<file path="src/rtl/trms_pkg.sv">
package trms_pkg;

    localparam int SAMPLE_BITS_DEFAULT = 12;
    localparam int COUNT_BITS_DEFAULT  = 16;

    localparam int SQ_SUM_BITS     = 56;
    localparam int PLAIN_SUM_BITS  = 28;
    localparam int WIN_LEN_BITS    = 16;
    localparam int GAIN_BITS       = 24;
    localparam int THR_BITS        = 32;
    localparam int CFG_DATA_BITS   = 32;
    localparam int CFG_INDEX_BITS  = 2;
    localparam int CURRENT_BITS    = 32;
    localparam int OFFSET_OUT_BITS = 20;

    localparam int WIDE_BITS     = 64;
    localparam int MUL_BITS      = 32;
    localparam int SQRT_REM_BITS = 34;
    localparam int ROOT_BITS     = 32;
    localparam int ITER_BITS     = 6;
    localparam int DIV_STEPS     = 64;
    localparam int SQRT_STEPS    = 32;

    // 3.3 V / 4095 counts in Q0.32
    localparam logic [MUL_BITS-1:0] VOLT_PER_COUNT_Q32 = 32'd3461146;

    localparam logic [WIN_LEN_BITS-1:0] WIN_LEN_RESET = 16'd4096;
    localparam logic [GAIN_BITS-1:0]    GAIN_RESET    = 24'd65536;
    localparam logic [THR_BITS-1:0]     THR_RESET     = 32'd3277;

    localparam logic [CFG_INDEX_BITS-1:0] CFG_WINDOW_LENGTH    = 2'd0;
    localparam logic [CFG_INDEX_BITS-1:0] CFG_CALIBRATION_GAIN = 2'd1;
    localparam logic [CFG_INDEX_BITS-1:0] CFG_NOISE_THRESHOLD  = 2'd2;

    typedef enum logic [4:0] {
        CMD_NONE,
        CMD_ACCEPT,
        CMD_SQUARE,
        CMD_ACCUM,
        CMD_LD_MEAN,
        CMD_MUL_LO,
        CMD_MUL_HI,
        CMD_MUL_SUM,
        CMD_VAR,
        CMD_DIV_STEP,
        CMD_SHIFT16,
        CMD_LD_SQRT,
        CMD_SQRT_STEP,
        CMD_MUL_VOLT,
        CMD_VOLT,
        CMD_MUL_AMP,
        CMD_AMP,
        CMD_SET_BASE,
        CMD_LD_OFS,
        CMD_SET_OFS,
        CMD_RESULT
    } cmd_t;

    typedef struct packed {
        logic win_mode;
        logic win_last;
        logic div_last;
        logic sqrt_last;
    } dp_status_t;

endpackage

</file>
<file path="src/rtl/trms_in_if.sv">
interface trms_in_if
    import trms_pkg::*;
#(
    parameter int SAMPLE_BITS = SAMPLE_BITS_DEFAULT
) ();
    logic                   valid;
    logic                   ready;
    logic                   mode;
    logic [SAMPLE_BITS-1:0] sample;

    modport source (output valid, output mode, output sample, input ready);
    modport sink (input valid, input mode, input sample, output ready);
endinterface

</file>
<file path="src/rtl/trms_out_if.sv">
interface trms_out_if
    import trms_pkg::*;
();
    logic                       valid;
    logic                       ready;
    logic [CURRENT_BITS-1:0]    current_rms;
    logic                       is_calibration;
    logic [OFFSET_OUT_BITS-1:0] offset_now;
    logic [CURRENT_BITS-1:0]    baseline_now;

    modport source (
        output valid, output current_rms, output is_calibration,
        output offset_now, output baseline_now, input ready
    );
    modport sink (
        input valid, input current_rms, input is_calibration,
        input offset_now, input baseline_now, output ready
    );
endinterface

</file>
<file path="src/rtl/trms_dp.sv">
module trms_dp
    import trms_pkg::*;
#(
    parameter int SAMPLE_BITS = SAMPLE_BITS_DEFAULT,
    parameter int COUNT_BITS  = COUNT_BITS_DEFAULT
)
(
    input  logic                        clk,
    input  logic                        rst_n,
    input  logic                        cfg_we,
    input  logic [CFG_INDEX_BITS-1:0]   cfg_index,
    input  logic [CFG_DATA_BITS-1:0]    cfg_data,
    input  cmd_t                        cmd,
    output dp_status_t                  status,
    input  logic                        mode,
    input  logic [SAMPLE_BITS-1:0]      sample,
    output logic [CURRENT_BITS-1:0]     current_rms,
    output logic                        is_calibration,
    output logic [OFFSET_OUT_BITS-1:0]  offset_now,
    output logic [CURRENT_BITS-1:0]     baseline_now
);

    localparam int OP_BITS  = SAMPLE_BITS + 8;
    localparam int LEN_BITS = (COUNT_BITS > WIN_LEN_BITS) ? COUNT_BITS : WIN_LEN_BITS;
    localparam logic [LEN_BITS-1:0] CNT_MAX = LEN_BITS'({COUNT_BITS{1'b1}});

    // configuration
    logic [WIN_LEN_BITS-1:0] win_len_reg, win_len_next;
    logic [GAIN_BITS-1:0]    gain_reg, gain_next;
    logic [THR_BITS-1:0]     thr_reg, thr_next;

    // window state
    logic [SQ_SUM_BITS-1:0]    acc_sq_reg, acc_sq_next;
    logic [PLAIN_SUM_BITS-1:0] acc_sum_reg, acc_sum_next;
    logic [COUNT_BITS-1:0]     cnt_reg, cnt_next;
    logic                      win_mode_reg, win_mode_next;
    logic [OP_BITS-1:0]        offset_reg, offset_next;
    logic [CURRENT_BITS-1:0]   baseline_reg, baseline_next;
    logic [ITER_BITS-1:0]      iter_reg, iter_next;

    // work registers
    logic [OP_BITS-1:0]       op_reg, op_next;
    logic [SAMPLE_BITS-1:0]   smp_reg, smp_next;
    logic [WIDE_BITS-1:0]     prod_reg, prod_next;
    logic [WIDE_BITS-1:0]     x_reg, x_next;
    logic [WIDE_BITS-1:0]     y_reg, y_next;
    logic [COUNT_BITS-1:0]    div_rem_reg, div_rem_next;
    logic [SQRT_REM_BITS-1:0] sq_rem_reg, sq_rem_next;
    logic [ROOT_BITS-1:0]     root_reg, root_next;

    // result beat
    logic [CURRENT_BITS-1:0]    cur_out_reg, cur_out_next;
    logic                       is_cal_reg, is_cal_next;
    logic [OFFSET_OUT_BITS-1:0] ofs_out_reg, ofs_out_next;
    logic [CURRENT_BITS-1:0]    base_out_reg, base_out_next;

    // combinational helpers
    logic                      mode_eff;
    logic [OP_BITS-1:0]        smp_scaled;
    logic [OP_BITS-1:0]        smp_dist;
    logic [LEN_BITS-1:0]       wl_ext;
    logic [LEN_BITS-1:0]       len_eff;
    logic [MUL_BITS-1:0]       mul_a, mul_b;
    logic [WIDE_BITS-1:0]      mul_p;
    logic [COUNT_BITS:0]       div_sh, div_diff;
    logic                      div_ge;
    logic [SQRT_REM_BITS+1:0]  sq_sh, sq_trial, sq_diff;
    logic                      sq_ge;
    logic [WIDE_BITS-1:0]      amp_diff, amp_gated;
    logic [CURRENT_BITS-1:0]   amp_sat, base_sat;
    logic [WIDE_BITS-1:0]      var_sum;

    assign mode_eff   = (cnt_reg == '0) ? mode : win_mode_reg;
    assign smp_scaled = {sample, 8'b0};
    assign smp_dist   = (smp_scaled >= offset_reg) ? smp_scaled - offset_reg
                                                   : offset_reg - smp_scaled;

    always_comb
    begin
        wl_ext = LEN_BITS'(win_len_reg);
        if (wl_ext == '0)
        begin
            len_eff = LEN_BITS'(1);
        end
        else if (wl_ext > CNT_MAX)
        begin
            len_eff = CNT_MAX;
        end
        else
        begin
            len_eff = wl_ext;
        end
    end

    assign mul_p = mul_a * mul_b;

    // restoring divide by the sample count, one quotient bit per step
    assign div_sh   = {div_rem_reg, x_reg[WIDE_BITS-1]};
    assign div_diff = div_sh - {1'b0, cnt_reg};
    assign div_ge   = div_sh >= {1'b0, cnt_reg};

    // digit-by-digit square root, one root bit per step
    assign sq_sh    = {sq_rem_reg, x_reg[WIDE_BITS-1 -: 2]};
    assign sq_trial = {2'b00, root_reg, 2'b01};
    assign sq_diff  = sq_sh - sq_trial;
    assign sq_ge    = sq_sh >= sq_trial;

    assign amp_diff  = (x_reg > WIDE_BITS'(baseline_reg)) ? x_reg - WIDE_BITS'(baseline_reg)
                                                          : '0;
    assign amp_gated = (amp_diff < WIDE_BITS'(thr_reg)) ? '0 : amp_diff;
    assign amp_sat   = (amp_gated[WIDE_BITS-1:CURRENT_BITS] != '0) ? '1
                                                                   : amp_gated[CURRENT_BITS-1:0];
    assign base_sat  = (x_reg[WIDE_BITS-1:CURRENT_BITS] != '0) ? '1 : x_reg[CURRENT_BITS-1:0];
    assign var_sum   = y_reg + {prod_reg[MUL_BITS-1:0], {MUL_BITS{1'b0}}};

    always_comb
    begin
        win_len_next  = win_len_reg;
        gain_next     = gain_reg;
        thr_next      = thr_reg;
        acc_sq_next   = acc_sq_reg;
        acc_sum_next  = acc_sum_reg;
        cnt_next      = cnt_reg;
        win_mode_next = win_mode_reg;
        offset_next   = offset_reg;
        baseline_next = baseline_reg;
        iter_next     = iter_reg;
        op_next       = op_reg;
        smp_next      = smp_reg;
        prod_next     = prod_reg;
        x_next        = x_reg;
        y_next        = y_reg;
        div_rem_next  = div_rem_reg;
        sq_rem_next   = sq_rem_reg;
        root_next     = root_reg;
        cur_out_next  = cur_out_reg;
        is_cal_next   = is_cal_reg;
        ofs_out_next  = ofs_out_reg;
        base_out_next = base_out_reg;
        mul_a         = '0;
        mul_b         = '0;

        if (cfg_we)
        begin
            unique case (cfg_index)
                CFG_WINDOW_LENGTH:    win_len_next = cfg_data[WIN_LEN_BITS-1:0];
                CFG_CALIBRATION_GAIN: gain_next    = cfg_data[GAIN_BITS-1:0];
                CFG_NOISE_THRESHOLD:  thr_next     = cfg_data[THR_BITS-1:0];
                default:              ;
            endcase
        end

        case (cmd)
            CMD_ACCEPT:
            begin
                smp_next      = sample;
                win_mode_next = mode_eff;
                op_next       = mode_eff ? OP_BITS'(sample) : smp_dist;
            end
            CMD_SQUARE:
            begin
                mul_a     = MUL_BITS'(op_reg);
                mul_b     = MUL_BITS'(op_reg);
                prod_next = mul_p;
                cnt_next  = cnt_reg + COUNT_BITS'(1);
            end
            CMD_ACCUM:
            begin
                acc_sq_next = acc_sq_reg + prod_reg[SQ_SUM_BITS-1:0];
                if (win_mode_reg)
                begin
                    acc_sum_next = acc_sum_reg + PLAIN_SUM_BITS'(smp_reg);
                end
            end
            CMD_LD_MEAN:
            begin
                x_next       = WIDE_BITS'(acc_sq_reg);
                div_rem_next = '0;
                iter_next    = '0;
            end
            CMD_MUL_LO:
            begin
                mul_a     = MUL_BITS'(cnt_reg);
                mul_b     = acc_sq_reg[MUL_BITS-1:0];
                prod_next = mul_p;
            end
            CMD_MUL_HI:
            begin
                y_next    = prod_reg;
                mul_a     = MUL_BITS'(cnt_reg);
                mul_b     = MUL_BITS'(acc_sq_reg[SQ_SUM_BITS-1:MUL_BITS]);
                prod_next = mul_p;
            end
            CMD_MUL_SUM:
            begin
                y_next    = var_sum;
                mul_a     = MUL_BITS'(acc_sum_reg);
                mul_b     = MUL_BITS'(acc_sum_reg);
                prod_next = mul_p;
            end
            CMD_VAR:
            begin
                x_next       = (y_reg > prod_reg) ? y_reg - prod_reg : '0;
                div_rem_next = '0;
                iter_next    = '0;
            end
            CMD_DIV_STEP:
            begin
                div_rem_next = div_ge ? div_diff[COUNT_BITS-1:0] : div_sh[COUNT_BITS-1:0];
                x_next       = {x_reg[WIDE_BITS-2:0], div_ge};
                iter_next    = iter_reg + ITER_BITS'(1);
            end
            CMD_SHIFT16:
            begin
                x_next       = {x_reg[WIDE_BITS-17:0], 16'b0};
                div_rem_next = '0;
                iter_next    = '0;
            end
            CMD_LD_SQRT:
            begin
                x_next      = {x_reg[WIDE_BITS-17:0], 16'b0};
                sq_rem_next = '0;
                root_next   = '0;
                iter_next   = '0;
            end
            CMD_SQRT_STEP:
            begin
                sq_rem_next = sq_ge ? sq_diff[SQRT_REM_BITS-1:0] : sq_sh[SQRT_REM_BITS-1:0];
                root_next   = {root_reg[ROOT_BITS-2:0], sq_ge};
                x_next      = {x_reg[WIDE_BITS-3:0], 2'b00};
                iter_next   = iter_reg + ITER_BITS'(1);
            end
            CMD_MUL_VOLT:
            begin
                mul_a     = root_reg;
                mul_b     = VOLT_PER_COUNT_Q32;
                prod_next = mul_p;
            end
            CMD_VOLT:
            begin
                // round to nearest, drop the Q0.32 fraction
                x_next = WIDE_BITS'(prod_reg[WIDE_BITS-1:31] + 33'd1) >> 1;
            end
            CMD_MUL_AMP:
            begin
                mul_a     = x_reg[MUL_BITS-1:0];
                mul_b     = MUL_BITS'(gain_reg);
                prod_next = mul_p;
            end
            CMD_AMP:
            begin
                x_next = WIDE_BITS'(prod_reg[WIDE_BITS-1:15] + 49'd1) >> 1;
            end
            CMD_SET_BASE:
            begin
                baseline_next = base_sat;
            end
            CMD_LD_OFS:
            begin
                x_next       = WIDE_BITS'({acc_sum_reg, 8'b0});
                div_rem_next = '0;
                iter_next    = '0;
            end
            CMD_SET_OFS:
            begin
                offset_next = x_reg[OP_BITS-1:0];
            end
            CMD_RESULT:
            begin
                cur_out_next  = win_mode_reg ? '0 : amp_sat;
                is_cal_next   = win_mode_reg;
                ofs_out_next  = OFFSET_OUT_BITS'(offset_reg);
                base_out_next = baseline_reg;
                acc_sq_next   = '0;
                acc_sum_next  = '0;
                cnt_next      = '0;
            end
            default: ;
        endcase
    end

    always_ff @(posedge clk or negedge rst_n)
    begin
        if (!rst_n)
        begin
            win_len_reg  <= WIN_LEN_RESET;
            gain_reg     <= GAIN_RESET;
            thr_reg      <= THR_RESET;
            acc_sq_reg   <= '0;
            acc_sum_reg  <= '0;
            cnt_reg      <= '0;
            win_mode_reg <= 1'b0;
            offset_reg   <= '0;
            baseline_reg <= '0;
            iter_reg     <= '0;
        end
        else
        begin
            win_len_reg  <= win_len_next;
            gain_reg     <= gain_next;
            thr_reg      <= thr_next;
            acc_sq_reg   <= acc_sq_next;
            acc_sum_reg  <= acc_sum_next;
            cnt_reg      <= cnt_next;
            win_mode_reg <= win_mode_next;
            offset_reg   <= offset_next;
            baseline_reg <= baseline_next;
            iter_reg     <= iter_next;
        end
    end

    always_ff @(posedge clk)
    begin
        op_reg       <= op_next;
        smp_reg      <= smp_next;
        prod_reg     <= prod_next;
        x_reg        <= x_next;
        y_reg        <= y_next;
        div_rem_reg  <= div_rem_next;
        sq_rem_reg   <= sq_rem_next;
        root_reg     <= root_next;
        cur_out_reg  <= cur_out_next;
        is_cal_reg   <= is_cal_next;
        ofs_out_reg  <= ofs_out_next;
        base_out_reg <= base_out_next;
    end

    assign status.win_mode  = win_mode_reg;
    assign status.win_last  = LEN_BITS'(cnt_reg) >= len_eff;
    assign status.div_last  = iter_reg == ITER_BITS'(DIV_STEPS - 1);
    assign status.sqrt_last = iter_reg == ITER_BITS'(SQRT_STEPS - 1);

    assign current_rms    = cur_out_reg;
    assign is_calibration = is_cal_reg;
    assign offset_now     = ofs_out_reg;
    assign baseline_now   = base_out_reg;

endmodule

</file>
<file path="src/rtl/trms_ctrl.sv">
module trms_ctrl
    import trms_pkg::*;
(
    input  logic       clk,
    input  logic       rst_n,
    input  logic       in_valid,
    output logic       in_ready,
    output logic       out_valid,
    input  logic       out_ready,
    output cmd_t       cmd,
    input  dp_status_t status
);

    typedef enum logic [22:0] {
        ST_IDLE     = 23'h000001,
        ST_SQUARE   = 23'h000002,
        ST_ACCUM    = 23'h000004,
        ST_LD_MEAN  = 23'h000008,
        ST_DIV_MEAN = 23'h000010,
        ST_MUL_LO   = 23'h000020,
        ST_MUL_HI   = 23'h000040,
        ST_MUL_SUM  = 23'h000080,
        ST_VAR      = 23'h000100,
        ST_DIV_VAR1 = 23'h000200,
        ST_SHIFT    = 23'h000400,
        ST_DIV_VAR2 = 23'h000800,
        ST_LD_SQRT  = 23'h001000,
        ST_SQRT     = 23'h002000,
        ST_MUL_VOLT = 23'h004000,
        ST_VOLT     = 23'h008000,
        ST_MUL_AMP  = 23'h010000,
        ST_AMP      = 23'h020000,
        ST_SET_BASE = 23'h040000,
        ST_LD_OFS   = 23'h080000,
        ST_DIV_OFS  = 23'h100000,
        ST_SET_OFS  = 23'h200000,
        ST_RESULT   = 23'h400000
    } state_t;

    state_t state_reg, state_next;
    logic   out_valid_reg, out_valid_next;

    always_comb
    begin
        state_next     = state_reg;
        cmd            = CMD_NONE;
        in_ready       = 1'b0;
        out_valid_next = out_valid_reg && !out_ready;

        unique case (state_reg)
            ST_IDLE:
            begin
                in_ready = 1'b1;
                if (in_valid)
                begin
                    cmd        = CMD_ACCEPT;
                    state_next = ST_SQUARE;
                end
            end
            ST_SQUARE:
            begin
                cmd        = CMD_SQUARE;
                state_next = ST_ACCUM;
            end
            ST_ACCUM:
            begin
                cmd = CMD_ACCUM;
                if (!status.win_last)
                begin
                    state_next = ST_IDLE;
                end
                else if (status.win_mode)
                begin
                    state_next = ST_MUL_LO;
                end
                else
                begin
                    state_next = ST_LD_MEAN;
                end
            end
            ST_LD_MEAN:
            begin
                cmd        = CMD_LD_MEAN;
                state_next = ST_DIV_MEAN;
            end
            ST_DIV_MEAN:
            begin
                cmd = CMD_DIV_STEP;
                if (status.div_last)
                begin
                    state_next = ST_LD_SQRT;
                end
            end
            ST_MUL_LO:
            begin
                cmd        = CMD_MUL_LO;
                state_next = ST_MUL_HI;
            end
            ST_MUL_HI:
            begin
                cmd        = CMD_MUL_HI;
                state_next = ST_MUL_SUM;
            end
            ST_MUL_SUM:
            begin
                cmd        = CMD_MUL_SUM;
                state_next = ST_VAR;
            end
            ST_VAR:
            begin
                cmd        = CMD_VAR;
                state_next = ST_DIV_VAR1;
            end
            ST_DIV_VAR1:
            begin
                cmd = CMD_DIV_STEP;
                if (status.div_last)
                begin
                    state_next = ST_SHIFT;
                end
            end
            ST_SHIFT:
            begin
                cmd        = CMD_SHIFT16;
                state_next = ST_DIV_VAR2;
            end
            ST_DIV_VAR2:
            begin
                cmd = CMD_DIV_STEP;
                if (status.div_last)
                begin
                    state_next = ST_LD_SQRT;
                end
            end
            ST_LD_SQRT:
            begin
                cmd        = CMD_LD_SQRT;
                state_next = ST_SQRT;
            end
            ST_SQRT:
            begin
                cmd = CMD_SQRT_STEP;
                if (status.sqrt_last)
                begin
                    state_next = ST_MUL_VOLT;
                end
            end
            ST_MUL_VOLT:
            begin
                cmd        = CMD_MUL_VOLT;
                state_next = ST_VOLT;
            end
            ST_VOLT:
            begin
                cmd        = CMD_VOLT;
                state_next = ST_MUL_AMP;
            end
            ST_MUL_AMP:
            begin
                cmd        = CMD_MUL_AMP;
                state_next = ST_AMP;
            end
            ST_AMP:
            begin
                cmd        = CMD_AMP;
                state_next = status.win_mode ? ST_SET_BASE : ST_RESULT;
            end
            ST_SET_BASE:
            begin
                cmd        = CMD_SET_BASE;
                state_next = ST_LD_OFS;
            end
            ST_LD_OFS:
            begin
                cmd        = CMD_LD_OFS;
                state_next = ST_DIV_OFS;
            end
            ST_DIV_OFS:
            begin
                cmd = CMD_DIV_STEP;
                if (status.div_last)
                begin
                    state_next = ST_SET_OFS;
                end
            end
            ST_SET_OFS:
            begin
                cmd        = CMD_SET_OFS;
                state_next = ST_RESULT;
            end
            ST_RESULT:
            begin
                // hold until the output register is free
                if (!out_valid_reg || out_ready)
                begin
                    cmd            = CMD_RESULT;
                    out_valid_next = 1'b1;
                    state_next     = ST_IDLE;
                end
            end
            default:
            begin
                state_next = ST_IDLE;
            end
        endcase
    end

    always_ff @(posedge clk or negedge rst_n)
    begin
        if (!rst_n)
        begin
            state_reg     <= ST_IDLE;
            out_valid_reg <= 1'b0;
        end
        else
        begin
            state_reg     <= state_next;
            out_valid_reg <= out_valid_next;
        end
    end

    assign out_valid = out_valid_reg;

endmodule

</file>
<file path="src/rtl/true_rms_current_meter.sv">
// True-RMS current meter with zero-offset and baseline calibration.
// samples: valid/ready channel of ADC beats (mode, sample). results: one beat
// per closed window (current_rms, is_calibration, offset_now, baseline_now).
// cfg_we/cfg_index/cfg_data write window_length, calibration_gain and
// noise_threshold; write them only while the block is idle.
// Each sample passes through accept, square and accumulate steps, using the one
// shared 32x32 multiplier. The last sample of a window then runs the end
// sequence before the result beat: measure windows take one pass of the
// 64-step divider and one of the 32-step square root, calibration windows
// three passes of the divider and one of the root.
// The result sits in an output register; new samples are taken while it waits.
// If the receiver still stalls when the next window closes, the block holds
// that result and takes no sample until the register frees.
// Reset clears the sums, sample count, offset and baseline, loads the
// register defaults (4096 samples, gain 1.0, threshold 3277) and drops valid.
module true_rms_current_meter
    import trms_pkg::*;
#(
    parameter int SAMPLE_BITS = SAMPLE_BITS_DEFAULT,
    parameter int COUNT_BITS  = COUNT_BITS_DEFAULT
)
(
    input  logic                      clk,
    input  logic                      rst_n,
    input  logic                      cfg_we,
    input  logic [CFG_INDEX_BITS-1:0] cfg_index,
    input  logic [CFG_DATA_BITS-1:0]  cfg_data,
    trms_in_if.sink                   samples,
    trms_out_if.source                results
);

    cmd_t       cmd;
    dp_status_t status;

    trms_ctrl u_ctrl (
        .clk       (clk),
        .rst_n     (rst_n),
        .in_valid  (samples.valid),
        .in_ready  (samples.ready),
        .out_valid (results.valid),
        .out_ready (results.ready),
        .cmd       (cmd),
        .status    (status)
    );

    trms_dp #(
        .SAMPLE_BITS (SAMPLE_BITS),
        .COUNT_BITS  (COUNT_BITS)
    ) u_dp (
        .clk            (clk),
        .rst_n          (rst_n),
        .cfg_we         (cfg_we),
        .cfg_index      (cfg_index),
        .cfg_data       (cfg_data),
        .cmd            (cmd),
        .status         (status),
        .mode           (samples.mode),
        .sample         (samples.sample),
        .current_rms    (results.current_rms),
        .is_calibration (results.is_calibration),
        .offset_now     (results.offset_now),
        .baseline_now   (results.baseline_now)
    );

endmodule

</file>
<file path="src/flat_wrapper.sv">
// flat-port wrapper written by rule: the top's interface ports become plain ports
module true_rms_current_meter_flat import trms_pkg::*;
#(
    parameter int SAMPLE_BITS = SAMPLE_BITS_DEFAULT,
    parameter int COUNT_BITS  = COUNT_BITS_DEFAULT
)
  (clk, rst_n, cfg_we, cfg_index, cfg_data, samples_valid, samples_mode, samples_sample, samples_ready, results_valid, results_current_rms, results_is_calibration, results_offset_now, results_baseline_now, results_ready);
  trms_in_if #(.SAMPLE_BITS(SAMPLE_BITS)) samples_i ();
  trms_out_if results_i ();
  input  logic clk;
  input  logic rst_n;
  input  logic cfg_we;
  input  logic [CFG_INDEX_BITS-1:0] cfg_index;
  input  logic [CFG_DATA_BITS-1:0] cfg_data;
  input wire logic [$bits(samples_i.valid)-1:0] samples_valid;
  input wire logic [$bits(samples_i.mode)-1:0] samples_mode;
  input wire logic [$bits(samples_i.sample)-1:0] samples_sample;
  output wire logic [$bits(samples_i.ready)-1:0] samples_ready;
  output wire logic [$bits(results_i.valid)-1:0] results_valid;
  output wire logic [$bits(results_i.current_rms)-1:0] results_current_rms;
  output wire logic [$bits(results_i.is_calibration)-1:0] results_is_calibration;
  output wire logic [$bits(results_i.offset_now)-1:0] results_offset_now;
  output wire logic [$bits(results_i.baseline_now)-1:0] results_baseline_now;
  input wire logic [$bits(results_i.ready)-1:0] results_ready;
  assign samples_i.valid = samples_valid;
  assign samples_i.mode = samples_mode;
  assign samples_i.sample = samples_sample;
  assign samples_ready = samples_i.ready;
  assign results_valid = results_i.valid;
  assign results_current_rms = results_i.current_rms;
  assign results_is_calibration = results_i.is_calibration;
  assign results_offset_now = results_i.offset_now;
  assign results_baseline_now = results_i.baseline_now;
  assign results_i.ready = results_ready;
  true_rms_current_meter #(.SAMPLE_BITS(SAMPLE_BITS), .COUNT_BITS(COUNT_BITS)) u_core (.clk(clk), .rst_n(rst_n), .cfg_we(cfg_we), .cfg_index(cfg_index), .cfg_data(cfg_data), .samples(samples_i), .results(results_i));
endmodule
</file>
<file path="config.mk">
export PLATFORM = sky130hd
export DESIGN_NAME = true_rms_current_meter_flat
export DESIGN_NICKNAME = d
export VERILOG_FILES = /design/src/rtl/trms_pkg.sv /design/src/rtl/trms_in_if.sv /design/src/rtl/trms_out_if.sv /design/src/rtl/trms_dp.sv /design/src/rtl/trms_ctrl.sv /design/src/rtl/true_rms_current_meter.sv /design/src/flat_wrapper.sv
export SDC_FILE = /design/constraint.sdc
export NUM_CORES = 2
export LEC_CHECK = 0
export BUFFER_PORTS_ARGS = -buffer_cell sky130_fd_sc_hd__buf_2
export CORE_AREA = 5 5 511 513
export CTS_BUF_LIST = sky130_fd_sc_hd__clkbuf_16
export DETAILED_ROUTE_END_ITERATION = 6
export DIE_AREA = 0 0 516 518
export MAX_ROUTING_LAYER = met4
export SKIP_CTS_REPAIR_TIMING = 1
export SYNTH_ARGS = -nofsm -noshare
export SYNTH_HDL_FRONTEND = slang
export SYNTH_SLANG_ARGS = --single-unit
</file>
<file path="constraint.sdc">
create_clock -name clk -period 10.82 [get_ports clk]
set_input_delay 1.623 -clock clk [delete_from_list [all_inputs] [get_ports clk]]
set_output_delay 1.623 -clock clk [all_outputs]
set_load 0.005 [all_outputs]
</file>
---- Word-level counts from Yosys, hierarchy flattened ----
Index checks and enable logic that the tools add are counted.
storage, ports and cells
  input bits .............................. 52
  memories kept ........................... 0
  memory bits (writable) .................. 0
  bits in read-only memories .............. 0
  latch bits .............................. 0
  output and inout port bits .............. 87
  flip-flop bits (word level) ............. 646
operators by class
  add/subtract/negate cells ............... 13
  bitwise operators ....................... 0
  eq/ne operators ......................... 54
  shift operators ......................... 0
  reduce and logical (&&, ||, !) cells .... 29
  $mul .................................... 1
  $lt $le $gt $ge ......................... 8
  multiplexer cells ....................... 40
  divide/modulo/power cells ............... 0
operator list
  cell                                                             count
  64-bit case mux with 8 select lines                              1
  23-bit case mux with 22 select lines                             1
  64-bit two-way mux                                               3
  32-bit case mux with 6 select lines                              1
  23-bit two-way mux                                               7
  32-bit case mux with 5 select lines                              1
  64-bit case mux with 2 select lines                              1
  56-bit case mux with 2 select lines                              1
  5-bit case mux with 20 select lines                              1
  34-bit case mux with 2 select lines                              1
  64-bit adder                                                     1
  64-bit by 32-bit greater-than comparator with 1-bit output       1
  64-bit greater-than comparator                                   1
  64-bit by 32-bit < comparator with 1-bit output                  1
  32-bit by 32-bit multiplier with 64-bit output                   1
  32-bit two-way mux                                               2
  16-bit case mux with 2 select lines                              2
  32-bit case mux with 2 select lines                              1
  32-bit nonzero test                                              2
  64-bit by 32-bit subtractor with 64-bit output                   1
  64-bit subtractor                                                1
  56-bit adder                                                     1
  28-bit case mux with 2 select lines                              1
  49-bit by 1-bit adder with 50-bit output, second input constant  1
  other kinds (68)                                                 110

---- Longest topological paths before layout ----
  depth in word-level cells ............... 8
  mapped depth ............................ 43
  depth with buffers taken out ............ 37

---- Hierarchy ----
From an unflattened synthesis, not the netlist that was laid out.
unflattened totals
  cell total of the unflattened synthesis .. 8,579
  area, all modules ....................... 76,960.1 um2
modules (own cells, without submodules)
  module     instances  sequential area each (um2)  area an instance (um2)  cells each
  trms_dp    1          17,533.1                    75,421.1                8,418
  trms_ctrl  1          601.8                       1,539.0                 161

---- Worst setup path after synthesis ----
OpenSTA, ideal clock, no wires.
  path type ............................... register to register
  from .................................... register u_core.u_ctrl.state_reg[8]
  to ...................................... register u_core.u_dp.prod_reg[57], data pin
  path buffers ............................ 5
  data required time ...................... 10.562 ns
  library setup time ...................... 0.258 ns
  cell stages (with the launch flop) ...... 39
  setup slack ............................. -0.016 ns
  arrival ................................. 10.579 ns
  cells stage by stage .................... dfrtp_1 > buf_6 > nor4_4 > and2_1 > nand2_1 > or4_1 > or3_4 > nor3b_2 > buf_2 > buf_1 > a222oi_1 > nand2b_1 > clkbuf_1 > nand2_1 > fa_1 > inv_1 > fa_1 > inv_1 > [... 3 more ...] > fa_1 > fa_1 > fa_1 > fa_1 > ha_1 > clkbuf_1 > inv_1 > nor2_1 > nand2_1 > o41ai_1 > o21ai_0 > o31ai_1 > nand4b_1 > a311oi_1 > o21a_1 > o21ai_0 > nand2b_1 > xnor2_1
on the way
  longest elaborated chain between the ends .. 7
  elaborated cells between the ends (all ways) .. 35
RTL lines
  item                                                                      line              text
  from (decl)                                                               trms_ctrl.sv:40   state_t state_reg, state_next;
  from (signal assigned)                                                    trms_ctrl.sv:217  state_reg <= state_next;
  23-bit by 21-bit equality test with 1-bit output (tied with other cells)  trms_ctrl.sv:50   unique case (state_reg)
  4-bit OR reduction (no source line)                                       --
  5-bit case mux with 20 select lines (*)                                   trms_ctrl.sv:50
  5-bit by 3-bit equality test with 1-bit output                            trms_dp.sv:153    case (cmd)
  2-bit OR reduction (no source line)                                       --
  32-bit case mux with 5 select lines                                       trms_dp.sv:153
  32-bit by 32-bit multiplier with 64-bit output (*)                        trms_dp.sv:95     assign mul_p = mul_a * mul_b;
  via u_core.u_dp.mul_p[57]                                                 trms_dp.sv:64     logic [WIDE_BITS-1:0] mul_p;
  to (signal assigned)                                                      trms_dp.sv:316    prod_reg <= prod_next;
  to (decl)                                                                 trms_dp.sv:44     logic [WIDE_BITS-1:0] prod_reg, prod_next;
The timed path passes the listed nets; every way through them passes the cells marked *.
A chain may end at the register's enable or synchronous reset.

---- Final worst setup path ----
  from .................................... register u_core.u_ctrl.state_reg[19]
  to ...................................... register u_core.u_dp.prod_reg[58], data pin
The elaborated chain is that of the path after synthesis.

==> key figures <==
Status
  – Status: complete, but fails checks
  – Failing checks: DRC

Timing
  – Tcrit/Tclk final: 98.5%
  – Hold slack: 0.444 ns
  – Slew at the pin closest to its max-slew limit: 1.46 ns
  – Tmin final: 10.66 ns
  – Maximum clock rate: 93.8 MHz
  – Max_slew headroom: 2.46%
  – Number of setup violations in the final report: 0
  – Final hold viol count: 0
  – Clock skew: 0.0740 ns
  – Fin. max-slew vios: 0
  – RSZ-0062 raised after global routing: true

Clock tree
  – H-tree depth: 3
  – TritonCTS Buffers: 82
  – Maximum clock path buffer count: 3
  – Clock sinks: 646
  – Clock slew at reported path FFs: 0.06 ns
  – Root buffer cell: clkbuf_16
  – CTS tree: yes
  – Clock latency on the worst-skew pair: 0.74 ns

Synthesis
  – Post-Synth Adder-Cell Area: 33.2%
  – Post-Synthesis Cells: 8494
  – Main combinational cell family by area after synthesis: adder cells
  – Multiplexer share of the synthesized area: 1.18%
  – Commonest cells post-synth: inv_1 (1293), nand2_1 (970), fa_1 (903)
  – Largest cells by area after synthesis: fa_1 (24%), edfxtp_1 (15%), ha_1 (9.5%)
  – EDFF count, synth: 391
  – Synth Area in Compound Gates: 14.0%
  – Avg Cell Area, Syn: 8.98 sq um
  – Synth Warn #: 0
  – Synth Register Bits: 646
  – Post-synth ARST share: 39.5%
  – Mapped Area: 0.0763 sq mm
  – Synth Area in XOR/XNOR: 4.58%
  – Yosys top cell by area: fa_1
  – Sequential-to-total area share from yosys stat: 23.8%
  – Count of cell types in the netlist: 98
  – Share of the synthesized area in the top cell type: 23.7%
  – Count leader, synth: inv_1
  – Dominant synthesized flop cell: edfxtp_1
  – Post-synthesis simple-gate area fraction: 14.8%

Power
  – Internal Power: 6630 uW
  – Sw Share: 43.8%
  – Peak supply drop: 0.000107 V
  – Sequential share of power: 31.6%
  – PwrDens: 134 mW/mm^2
  – Leakage: 0.0406 uW
  – Net switching power: 5160 uW
  – Clk network pwr share: 24.0%
  – Comb pwr share: 44.4%

Routing
  – Via-per-instance ratio: 5.36
  – Initial DRC count: 7303
  – Routed wire per std cell: 26.7 um
  – DRT Pass-1 Iters: 7
  – Via count: 66400
  – WL final: 331000 um
  – Post-route ant nets: 0
  – Drt drc: 20

Hold path
  – Hold Path End: u_core.u_dp.baseline_now[26]
  – Hold crit path type: reg2reg
  – Hold Path Stages: 0
  – HP Start: u_core.u_dp.baseline_reg[26]

Die
  – Die width: 516 um
  – Row cnt: 186
  – Ports: 139
  – Core footprint: 0.256 sq mm
  – Area of the die: 0.267 sq mm
  – Die H: 518 um
  – Initial core utilization: 29.8%

Finish
  – Storage cell area: 0.0181 sq mm
  – Design Area, Final: 0.0881 sq mm
  – Fin nets: 10500
  – Area of the multi-input gates: 0.0525 sq mm
  – Fraction of layout cells with a size suffix above 1: 11.5%
  – Fill cells: 26300
  – Synth-to-Final Area Change: 15.5%
  – Layout Cells excl Fill: 12400

Worst setup path
  – CP max stage cell: a222oi_1
  – CP Max Fanout: 25
  – Max incr delay on CP: 1.14 ns
  – Required @ worst endpoint: 11.27 ns
  – Reg2Reg Depth: 36
  – Critical Path Source: u_core.u_ctrl.state_reg[19]
  – R2r endpoint: u_core.u_dp.prod_reg[58]
  – FF-to-FF Start: u_core.u_ctrl.state_reg[19]
  – Startpoint types: flip-flop
  – Crit path top cell by count: fa_1
  – Critical Path End Type: flip-flop
  – Setup CP Type: reg2reg
  – CP arrival: 11.11 ns
  – R2r setup slk: 0.16 ns

GRT
  – Initial antenna violation count: 33
  – GRT Resource Usage Total: 25.0%
  – Largest net degree at the start of global routing: 156
  – Vias in the first global route: 67500
  – First-pass GRT wire length: 478000 um
  – Grt total ovfl: 0

Place
  – Port buffer count: 138
  – Placed Cells: 12200
  – Post-DP Area: 0.0847 sq mm
  – GP Congestion: 1.05
  – DP HPWL: 273000 um

Job
  – Max-cap violations: 0
-- critical path, delay by kind of cell, from the launching register on --
kind,cells,cell delay (ns)
adders and majority gates,9,4.21
AOI/OAI and AO/OA,10,3.19
buffers and inverters,10,1.39
and+or+nand+nor,6,1.03
DFF,1,0.40
xor gates and xnor gates,1,0.13
-- power by group through the flow --
stage          logic [uW]  clock network (uW)  registers, uW
2_1_floorplan        3430                   0           3260
3_3_place_gp         5000                   0           3730
3_5_place_dp         5030                   0           3720
4_1_cts              5060                2880           3670
5_1_grt              5710                2980           3690
6_report             5230                2830           3730
-- cells by family (layout without fill, tap and decap cells) --
family          count (synthesis)  count (layout)
simple gates                 2553            2553
buf+inv                      1693            2109
compound gates               1634            1634
fa+ha+maj                    1485            1485
flops                         646             646
xor+xnor                      399             399
mux                            82              82
other cells                     2              98
-- cells in the final DEF, fill, tap and decap left out, drive strengths merged, types with 39 or more instances in the layout --
cell type  count
nand4         88
nand2b        42
a211oi        39
mux2          61
conb          80
inv         1315
edfxtp       391
clkinv        40
fa           903
buf          658
o21ai        441
a221oi        49
xnor2        274
nor2         896
and2          66
a22oi         49
a31oi         48
xor2         125
a222oi        73
nand2        970
nor4          43
o21a          52
ha           582
and3          53
a21o         188
clkbuf        88
dfrtp        245
nor2b         46
nand3        138
a21oi        419
nor3          86
-- per-layer routing --
layer | track usage (%) | wire length [um] | vias to the layer above
li1 | - | - | 29000
met1 | 33.0 | 137000 | 33500
met2 | 37.2 | 144000 | 3215
met3 | 4.36 | 29900 | 695
met4 | 12.1 | 19900 | 0
met5 | - | 0 | -
-- final cells by class --
type / count / area share, %
diodes: 18 / 0.0511
clock buffers: 84 / 2.39
clock inverters: 67 / 0.734
inverters: 1296 / 5.53
multi-input cells: 6233 / 59.6
flip-flops and latches: 646 / 20.6
well taps: 3384 / 4.80
repair buffers: 662 / 6.30
-- per-stage QoR --
step	power [uW]	setup slack (ns)	TNS (ns)	util (%)
6_report	11800	0.164	0	34.5
5_1_grt	12400	-0.0246	-0.0687	34.5
4_1_cts	11600	-0.260	-1.03	34.2
3_5_place_dp	8750	-0.185	-0.453	33.1
3_3_place_gp	8730	-0.139	-0.593	33.1
2_1_floorplan	6690	0.0815	0	-
-- how the worst max path moves through the flow --
stage | endpoint | slack (ns) | cells past startpoint
after CTS | u_core.u_dp.prod_reg[58] | -0.26 | 37
after floorplan | u_core.u_dp.prod_reg[57] | 0.08 | 38
final | u_core.u_dp.prod_reg[58] | 0.16 | 36
after global routing | u_core.u_dp.prod_reg[59] | -0.02 | 43
after global placement | u_core.u_dp.prod_reg[58] | -0.14 | 40
after detailed placement | u_core.u_dp.prod_reg[58] | -0.19 | 37
Note: power is estimated with default switching activity, not from simulation.
